File: src/rtl/psjt_pkg.sv
// Package for the processor-sharing job tracker: sizes, word types and codes.
// Depends on nothing; used by the tracker and its checker.
`default_nettype none
package psjt_pkg;
    localparam int MAX_JOBS  = 16;
    localparam int TIME_BITS = 48;
    localparam int TAG_BITS  = 16;
    localparam int IDX_BITS  = $clog2(MAX_JOBS);
    localparam int CNT_BITS  = $clog2(MAX_JOBS + 1);
    localparam logic [TIME_BITS-1:0] SERVICE_RESET = TIME_BITS'(65536);

    localparam logic OP_ARRIVAL   = 1'b0;
    localparam logic OP_DEPARTURE = 1'b1;
    localparam logic ST_OK        = 1'b0;
    localparam logic ST_DROPPED   = 1'b1;

    typedef struct packed {
        logic                 opcode;
        logic [TIME_BITS-1:0] now_time;
        logic [TAG_BITS-1:0]  job_tag;
    } t_in_word;

    typedef struct packed {
        logic                 departed_valid;
        logic [TAG_BITS-1:0]  departed_tag;
        logic                 next_valid;
        logic [TIME_BITS-1:0] next_departure;
        logic                 status;
    } t_out_word;
endpackage
`default_nettype wire

File: src/rtl/processor_sharing_job_tracker.sv
// Processor-sharing job tracker top level: job store, sequencer and separate
// subtract/shift/add datapaths. Depends on psjt_pkg.
//
// Usage: input words arrive on i_in_valid/o_in_stall and carry an opcode
// (arrival or departure), the current time and a job tag. Each accepted word
// produces exactly one output word on o_out_valid/i_out_stall.
// The tracker handles one word at a time. An arrival divides the elapsed time
// by the job count bit-serially, then passes once over the stored jobs (one
// entry a cycle) to reduce work and find the insertion point, then shifts
// entries (one a cycle), then multiplies the head work by the count with
// shift-and-add (one cycle a multiplier bit). A departure, or an arrival with
// no jobs or a full store, skips the division. The result waits in an output
// register; while it waits, or the receiver stalls, o_in_stall stays high, so
// a new word is taken at the earliest in the cycle after the output word
// leaves. Reset empties the store, clears the mark time and restores the
// service amount to 65536; job entries need no clearing. The user must write
// the service amount through i_cfg_we/i_cfg_data only while idle; the block
// itself does not enforce this.
`default_nettype none
module processor_sharing_job_tracker (
    input  wire                               i_clk,
    input  wire                               i_rst_n,
    input  wire                               i_in_valid,
    output logic                              o_in_stall,
    input  wire  psjt_pkg::t_in_word          i_in_data,
    output logic                              o_out_valid,
    input  wire                               i_out_stall,
    output psjt_pkg::t_out_word               o_out_data,
    input  wire                               i_cfg_we,
    input  wire  [psjt_pkg::TIME_BITS-1:0]    i_cfg_data
);
    localparam int TB = psjt_pkg::TIME_BITS;
    localparam int GB = psjt_pkg::TAG_BITS;
    localparam int IB = psjt_pkg::IDX_BITS;
    localparam int CB = psjt_pkg::CNT_BITS;
    localparam int NJ = psjt_pkg::MAX_JOBS;
    localparam logic [TB-1:0] TMAX = '1;

    localparam logic [2:0] S_IDLE = 3'd0;
    localparam logic [2:0] S_DIV  = 3'd1;
    localparam logic [2:0] S_SCAN = 3'd2;
    localparam logic [2:0] S_MOVE = 3'd3;
    localparam logic [2:0] S_MUL  = 3'd4;
    localparam logic [2:0] S_OUT  = 3'd5;
    localparam logic [2:0] S_LOAD = 3'd6;

    logic [2:0]           r_state, n_state;
    logic [TB-1:0]        r_service;
    logic [CB-1:0]        r_count;
    logic [TB-1:0]        r_mark;
    logic [TB-1:0]        r_work [NJ];
    logic [GB-1:0]        r_tag  [NJ];
    logic                 r_op;
    logic [TB-1:0]        r_now;
    logic [GB-1:0]        r_itag;
    logic [TB-1:0]        r_amt;
    logic [TB-1:0]        r_rem;
    logic [$clog2(TB+1)-1:0] r_bit;
    logic [CB-1:0]        r_i;
    logic [CB-1:0]        r_pos;
    logic                 r_found;
    logic [TB-1:0]        r_base;
    logic [TB:0]          r_acc;
    logic [TB+CB-1:0]     r_mcand;
    logic [CB-1:0]        r_mplier;
    logic                 r_ovf;
    logic                 r_out_valid;
    psjt_pkg::t_out_word  r_out;

    logic [TB:0]   w_trial;
    logic [TB-1:0] w_elapsed;
    logic [TB-1:0] w_sub;
    logic [IB-1:0] w_idx;
    logic [TB:0]   w_sum;

    assign o_in_stall  = (r_state != S_IDLE) || r_out_valid;
    assign o_out_valid = r_out_valid;
    assign o_out_data  = r_out;
    assign w_idx       = r_i[IB-1:0];
    assign w_elapsed   = (r_now > r_mark) ? r_now - r_mark : '0;
    assign w_trial     = {r_rem, r_amt[TB-1]} - {{(TB+1-CB){1'b0}}, r_count};
    assign w_sub       = (r_work[w_idx] > r_amt) ? r_work[w_idx] - r_amt : '0;
    assign w_sum       = r_acc + {1'b0, r_mcand[TB-1:0]};

    always_comb begin
        n_state = r_state;
        case (r_state)
            S_IDLE: if (i_in_valid && !r_out_valid) n_state = S_DIV;
            S_DIV:  if (r_op == psjt_pkg::OP_DEPARTURE || r_count == '0 ||
                        r_count == CB'(NJ) || r_bit == '0) n_state = S_SCAN;
            S_SCAN: if (r_i >= r_count) n_state = S_MOVE;
            S_MOVE: if (r_i == r_pos) n_state = S_LOAD;
            S_LOAD: n_state = S_MUL;
            S_MUL:  if (r_mplier == '0) n_state = S_OUT;
            S_OUT:  n_state = S_IDLE;
            default: n_state = S_IDLE;
        endcase
    end

    always_ff @(posedge i_clk) begin
        if (!i_rst_n) begin
            r_state     <= S_IDLE;
            r_service   <= psjt_pkg::SERVICE_RESET;
            r_count     <= '0;
            r_mark      <= '0;
            r_out_valid <= 1'b0;
        end else begin
            r_state <= n_state;
            if (i_cfg_we) r_service <= i_cfg_data;
            if (r_out_valid && !i_out_stall) r_out_valid <= 1'b0;
            case (r_state)
                S_IDLE: begin
                    if (i_in_valid && !r_out_valid) begin
                        r_op   <= i_in_data.opcode;
                        r_now  <= i_in_data.now_time;
                        r_itag <= i_in_data.job_tag;
                        r_rem  <= '0;
                        r_bit  <= ($clog2(TB+1))'(TB);
                        r_amt  <= '0;
                        r_i    <= '0;
                        r_found <= 1'b0;
                    end
                end
                S_DIV: begin
                    if (r_op == psjt_pkg::OP_DEPARTURE) begin
                        r_amt  <= r_work[0];
                        r_itag <= r_tag[0];
                    end else if (r_count == '0 || r_count == CB'(NJ)) begin
                        r_amt <= '0;
                    end else if (r_bit == ($clog2(TB+1))'(TB)) begin
                        r_amt <= w_elapsed;
                        r_bit <= r_bit - 1'b1;
                    end else begin
                        // Restoring division: quotient bits shift into r_amt.
                        if (!w_trial[TB]) begin
                            r_rem <= w_trial[TB-1:0];
                            r_amt <= {r_amt[TB-2:0], 1'b1};
                        end else begin
                            r_rem <= {r_rem[TB-2:0], r_amt[TB-1]};
                            r_amt <= {r_amt[TB-2:0], 1'b0};
                        end
                        r_bit <= r_bit - 1'b1;
                    end
                    if (n_state == S_SCAN) r_pos <= r_count;
                end
                S_SCAN: begin
                    if (r_i < r_count) begin
                        if (r_count != CB'(NJ) || r_op == psjt_pkg::OP_DEPARTURE) begin
                            r_work[w_idx] <= w_sub;
                            if (r_op == psjt_pkg::OP_ARRIVAL && !r_found &&
                                r_service < w_sub) begin
                                r_found <= 1'b1;
                                r_pos   <= r_i;
                            end
                        end
                        r_i <= r_i + 1'b1;
                    end else begin
                        r_i <= (r_op == psjt_pkg::OP_DEPARTURE) ? CB'(0) : r_count;
                        if (r_op == psjt_pkg::OP_DEPARTURE) r_pos <= r_count;
                    end
                end
                S_MOVE: begin
                    if (r_op == psjt_pkg::OP_ARRIVAL) begin
                        if (r_count != CB'(NJ)) begin
                            if (r_i == r_pos) begin
                                r_work[w_idx] <= r_service;
                                r_tag[w_idx]  <= r_itag;
                            end else begin
                                r_work[w_idx] <= r_work[IB'(r_i - 1'b1)];
                                r_tag[w_idx]  <= r_tag[IB'(r_i - 1'b1)];
                                r_i <= r_i - 1'b1;
                            end
                        end else begin
                            r_i <= r_pos;
                        end
                    end else if (r_i != r_pos) begin
                        if (r_i + 1'b1 < r_count) begin
                            r_work[w_idx] <= r_work[IB'(r_i + 1'b1)];
                            r_tag[w_idx]  <= r_tag[IB'(r_i + 1'b1)];
                            r_i <= r_i + 1'b1;
                        end else begin
                            r_i <= r_pos;
                        end
                    end
                    if (n_state == S_LOAD) begin
                        r_out.departed_valid <= (r_op == psjt_pkg::OP_DEPARTURE) &&
                                                (r_count != '0);
                        r_out.departed_tag   <= ((r_op == psjt_pkg::OP_DEPARTURE) &&
                                                 (r_count != '0)) ? r_itag : '0;
                        r_out.status         <= ((r_op == psjt_pkg::OP_ARRIVAL) &&
                                                 (r_count == CB'(NJ))) ?
                                                psjt_pkg::ST_DROPPED : psjt_pkg::ST_OK;
                        if (r_op == psjt_pkg::OP_ARRIVAL) begin
                            if (r_count == CB'(NJ)) begin
                                r_base   <= r_mark;
                                r_mplier <= r_count;
                            end else begin
                                r_count  <= r_count + 1'b1;
                                r_mark   <= r_now;
                                r_base   <= r_now;
                                r_mplier <= r_count + 1'b1;
                            end
                        end else if (r_count != '0) begin
                            r_count  <= r_count - 1'b1;
                            r_mark   <= r_now;
                            r_base   <= r_now;
                            r_mplier <= r_count - 1'b1;
                        end else begin
                            r_base   <= '0;
                            r_mplier <= '0;
                        end
                    end
                end
                S_LOAD: begin
                    r_mcand <= {{CB{1'b0}}, r_work[0]};
                    r_acc   <= {1'b0, r_base};
                    r_ovf   <= 1'b0;
                end
                S_MUL: begin
                    if (r_mplier[0]) begin
                        if (w_sum[TB] || r_mcand[TB+CB-1:TB] != '0) r_ovf <= 1'b1;
                        r_acc <= {1'b0, w_sum[TB-1:0]};
                    end
                    r_mcand  <= r_mcand << 1;
                    r_mplier <= r_mplier >> 1;
                end
                S_OUT: begin
                    r_out.next_valid     <= (r_count != '0);
                    r_out.next_departure <= (r_count == '0) ? '0 :
                                            (r_ovf ? TMAX : r_acc[TB-1:0]);
                    r_out_valid <= 1'b1;
                end
                default: ;
            endcase
        end
    end
endmodule
`default_nettype wire

File: config.mk
export PLATFORM = sky130hd
export DESIGN_NAME = processor_sharing_job_tracker
export DESIGN_NICKNAME = d
export VERILOG_FILES = /design/src/rtl/psjt_pkg.sv /design/src/rtl/processor_sharing_job_tracker.sv
export SDC_FILE = /design/constraint.sdc
export NUM_CORES = 2
export LEC_CHECK = 0
export ABC_AREA = 0
export BUFFER_PORTS_ARGS = -buffer_cell sky130_fd_sc_hd__clkbuf_2
export CAP_MARGIN = 25
export CORE_ASPECT_RATIO = 1.4
export CORE_MARGIN = 2
export CORE_UTILIZATION = 64
export CTS_CLUSTER_DIAMETER = 150
export DETAILED_ROUTE_END_ITERATION = 10
export HOLD_SLACK_MARGIN = 0.06
export PLACE_DENSITY = 0.81
export SYNTH_ARGS = -nofsm -noshare
export SYNTH_HDL_FRONTEND = slang
export SYNTH_SLANG_ARGS = --single-unit
File: constraint.sdc
create_clock -name i_clk -period 12.17 [get_ports i_clk]
set_input_delay 2.434 -clock i_clk [delete_from_list [all_inputs] [get_ports i_clk]]
set_output_delay 2.434 -clock i_clk [all_outputs]
set_load 0.01 [all_outputs]
Yosys cells after proc, flatten, opt, wreduce, memory -nomap -nowiden:

Memories as Yosys holds them, arrays and structs flattened. A register that Yosys moved wholly into a read port is not among the register bits.
Index checks and enable logic that the tools add are counted.

* output and inout port bits: 69
* memories: 2
* register bits: 506
* logic and storage cells: 220
* bits in writable memories: 1024

Memories
* r_work: depth 16, width 48, rd ports 4, clocked after Yosys merged registers in 1, write ports 1, RTL line processor_sharing_job_tracker.sv:51 `logic [TB-1:0] r_work [NJ];`
* r_tag: depth 16, width 16, rd ports 3, clocked after Yosys merged registers in 0, write ports 1, RTL line processor_sharing_job_tracker.sv:52 `logic [GB-1:0] r_tag [NJ];`

* magnitude comparators: 6
* eq/ne operators: 31
* reductions and logical operators: 45
* bitwise operators: 6
* mux-type cells: 97
* add/subtract/negate cells: 9

Operators by type and width (number)
* $mux 48: 19
* $pmux 48 s2: 2
* $pmux 53 s2: 1
* $pmux 49 s2: 1
* $gt 48x48->1: 2
* $sub 48x48->48: 2
* $mux 5: 19
* $mux 16: 4
* $add 49x48->49: 1
* $mux 49: 1
* $sub 49x5->49: 1
* $lt 48x48->1: 1
* $mux 1: 33
* $pmux 16 s2: 1
* $ne 2x2->1 const B: 12
* $pmux 5 s2: 2
* $mux 6: 3
* $pmux 3 s6: 1
* $reduce_and 3->1: 6
* $reduce_and 6->1: 3
* $mux 3: 5
* $pmux 5 s3: 1
* $eq 3x3->1 const B: 4
* $ne 3x3->1 const B: 4
* other kinds (31): 65

Logic depth before layout (Yosys ltp):

* depth in word-level cells: 10
* gate-level depth with buffers: 30

Least setup slack after synthesis:

Ideal clock, no wire load.

* kind: input to register
* from: in i_rst_n
* to: reg r_rem[0] (enable)
* cell stages on the path: 5
* library setup time: 0.527 ns
* slack: 1.039 ns
* buffers on the path: 1
* arrival: 10.604 ns
* required time: 11.643 ns
* cell sequence: clkbuf_1 -> nand2b_1 -> nor3_1 -> a21boi_0 -> a21boi_0

* longest elaborated chain between the ends: 1

Ends and longest elaborated chain
* start, declared: RTL line processor_sharing_job_tracker.sv:22 `input wire i_rst_n,`
* $reduce_and 6->1 (no source line)
* end signal, assigned: RTL line processor_sharing_job_tracker.sv:136 `r_rem <= w_trial[TB-1:0];`
* end signal, assigned: RTL line processor_sharing_job_tracker.sv:139 `r_rem <= {r_rem[TB-2:0], r_amt[TB-1]};`
* end, declared: RTL line processor_sharing_job_tracker.sv:57 `logic [TB-1:0] r_rem;`

Every way passes these cells.
A chain may end at the register's enable or synchronous reset.

==> results.tsv <==
metric	value	unit
IO Count	187	
Final Wtd Congestion	1.02	
Area Overhead vs Synth	10.2	%
Routed WL per cell	33.6	um
crit path to	r_pos[4]	
Sum Neg Setup Slack	0	ns
Min Hold Slack	0.456	ns
number of nets in the layout	6370	
Slew Limit Fails	0	
maximum clock insertion buffer count	3	
XOR/XNOR Fraction of Synth Area	1.62	%
#FFs+latches synth	1533	
DP Cell Count	7625	
GRT Total Usage	39.1	%
worst reg2reg endpoint	r_pos[4]	
chip height	435	um
CP Launch Type	flip-flop	
Tightest Pin Transition	1.15	ns
syn_nets	6244	
mux contribution to synthesized area	24.9	%
Post-Layout Cell Count	7926	
vias in the first global route	59968	
core footprint	132000	sq um
highest routed layer	met5	
reg2reg setup slack	2.64	ns
CP arrival	9.97	ns
Port Buffers	186	
Post-Synth Adder-Cell Area	3.28	%
DRC	0	
Period minus WS final	9.53	ns
average cell area after synthesis	14.4	sq um
first-pass GRT wire length	387000	um
Synth async-reset ratio	0	%
mapped cell area	84800	sq um
commonest non-fill, non-tap cell in the layout	edfxtp_1	
PostCTS Resize Cnt	0	
WS Path Type	reg -> reg	
status	finished clean	
global-route congestion overflow total	0	
final setup skew	0.0416	ns
Final Hold Fails	0	
R2R cell count	22	
Synth Area in Compound Gates	7.10	%
worst-path fanout max	41	
RSZ-0062 raised after global routing	false	
Primary FF master, synth	edfxtp_1	
reported max-cap violation count	0	
buffer count from post-CTS setup fixing	0	
Netlist cell types	81	
Peak Freq	0.105	GHz
share of cells above drive strength 1	25.8	%
Finish-stage setup viols	0	
PwrDens	156	nW/um^2
Mapped Cells	5906	
largest net degree at the start of global routing	114	
met3 WL post-DR	34800	um
row count	158	
Worst-path clk slew	0.06	ns
via count	60127	
HPWL after detailed placement	169000	um
Total Wirelength	266000	um
most frequent cells in the layout	edfxtp_1, mux4_2, nand2_1	
main combinational cell family by area after synthesis	multiplexers	
CTS root buffer	clkbuf_16	
Sequential cell area	45000	sq um
Hold Crit Class	reg -> reg	
post-synthesis simple-gate area fraction	7.66	%
initial antenna violation count	11	
slew margin rel.	23.4	%
CP Capture Type	flip-flop	
Seq/Total Area, Yosys	53.0	%
Metal-1 WL	83300	um
Pleak	31.7	nW
CTS Hold Bufs	0	
DIE AREA	135000	sq um
FILL cells	8217	
Crit path required time	12.61	ns
Die X	312	um
Initial DRC Count	8860	
DR pass1 iterations	6	
Post-synth EDFFs	1424	
CTS sink count	1533	
Post-DRT Antenna Nets	0	
wire length on met2	129000	um
peak supply drop	154	uV
Core Util, Final	70.8	%
Initial Util	64.2	%
H-tree depth	4	
YS warnings	0	
Clock Latency Late Sink	0.83	ns
Tcrit/Tclk final	78.3	%
TritonCTS Buffers	148	
number of vias per cell	7.59	
TritonCTS clock tree	yes	
multi-input logic area	38100	sq um
-- sequential cells by signal, indices dropped and copies added, names as in the netlist, 16 cells and up, named ones only --
signal,cells
r_itag,16
r_work,768
r_amt,48
r_tag,256
r_mcand,53
r_service,48
r_base,48
r_mark,48
o_out_data,67
r_rem,48
r_now,48
r_acc,48
-- cell usage after synthesis, types with 96 or more instances --
cell / n / share of area (%)
a21oi_1: 263 / 1.6
mux4_2: 880 / 23
nor2_1: 424 / 1.9
mux2i_1: 111 / 1.3
edfxtp_1: 1424 / 50
dfxtp_1: 109 / 2.6
nand2_1: 645 / 2.9
buf_1: 96 / 0.42
o21ai_0: 285 / 1.7
clkbuf_1: 299 / 1.3
a21o_1: 109 / 0.96
inv_1: 159 / 0.70
ha_1: 216 / 3.2
-- cell type report --
| cell class | count | share of cell area, % |
|---|---|---|
| antenna | 9 | 0.0241 |
| clock inverter | 81 | 0.958 |
| inverter | 161 | 0.668 |
| clock buffer | 194 | 4.45 |
| tap | 1760 | 2.36 |
| sequential | 1533 | 48.1 |
| timing repair buffer | 372 | 2.76 |
| multi-input combinational | 3816 | 40.7 |
-- per-stage QoR --
| stage | instance area (sq um) | setup slack (ns) | total power [mW] |
|---|---|---|---|
| 2_1_floorplan | 84800 | 1.04 | 8.66 |
| 3_3_place_gp | 88000 | 3.11 | 9.57 |
| 3_5_place_dp | 88100 | 2.84 | 9.66 |
| 4_1_cts | 93200 | 2.78 | 14.4 |
| 5_1_grt | 93500 | 2.31 | 14.9 |
| 6_report | 93500 | 2.64 | 14.6 |
-- worst min-delay path by stage --
| stage | to | slack (ns) | cells past startpoint | startpoint |
|---|---|---|---|---|
| 6_report | r_mark[11] | 0.46 | 2 | r_mark[11] |
| 5_1_grt | r_mark[40] | 0.47 | 2 | r_mark[40] |
| 3_3_place_gp | r_mark[1] | 0.44 | 2 | r_mark[1] |
| 3_5_place_dp | r_mark[1] | 0.45 | 2 | r_mark[1] |
| 2_1_floorplan | r_mark[10] | 0.44 | 2 | r_mark[10] |
| 4_1_cts | r_mark[42] | 0.46 | 2 | r_mark[42] |
-- report_power, final --
part / internal [mW] / total, mW / switching (mW)
sequential: 6.19 / 6.31 / 0.119
clock: 2.76 / 4.85 / 2.08
combinational: 1.40 / 3.41 / 2.02
-- logic make-up (layout without fill, tap and decap cells) --
| kind of cell | Yosys count | after routing |
|---|---|---|
| other | 0 | 9 |
| adder cells (fa/ha/maj) | 220 | 220 |
| flip-flops | 1533 | 1533 |
| XOR/XNOR | 157 | 157 |
| AND/OR/NAND/NOR | 1465 | 1465 |
| AO/OA/AOI/OAI | 969 | 969 |
| multiplexers | 1005 | 1005 |
| buffers and inverters | 557 | 808 |
-- critical path, stage by stage (launching register included) --
cell and delay [ns]:
dfxtp_4 0.77, buf_4 0.56, mux4_2 0.58, mux4_2 0.53, ha_1 0.41, nand2_1 0.14, nor3_1 0.67, nand4_1 0.49
o21ai_0 0.50, or2_1 0.20, o21ba_4 0.52, buf_4 0.55, nand3b_1 0.19, ha_1 0.34, a21o_1 0.18, a21o_1 0.17
a21oi_1 0.13, o21ai_0 0.10, nand3_1 0.09, a311oi_1 0.16, o21ai_0 0.47, or3b_2 0.56, a311oi_1 0.75
-- routing by layer --
layer  track usage, %  vias to the layer above
li1                 -                    23830
met2             63.7                     5327
met1             46.7                    29726
met5                0                        -
met3             9.90                     1236
met4             26.0                        8
Note: power is estimated with default switching activity, not from simulation.
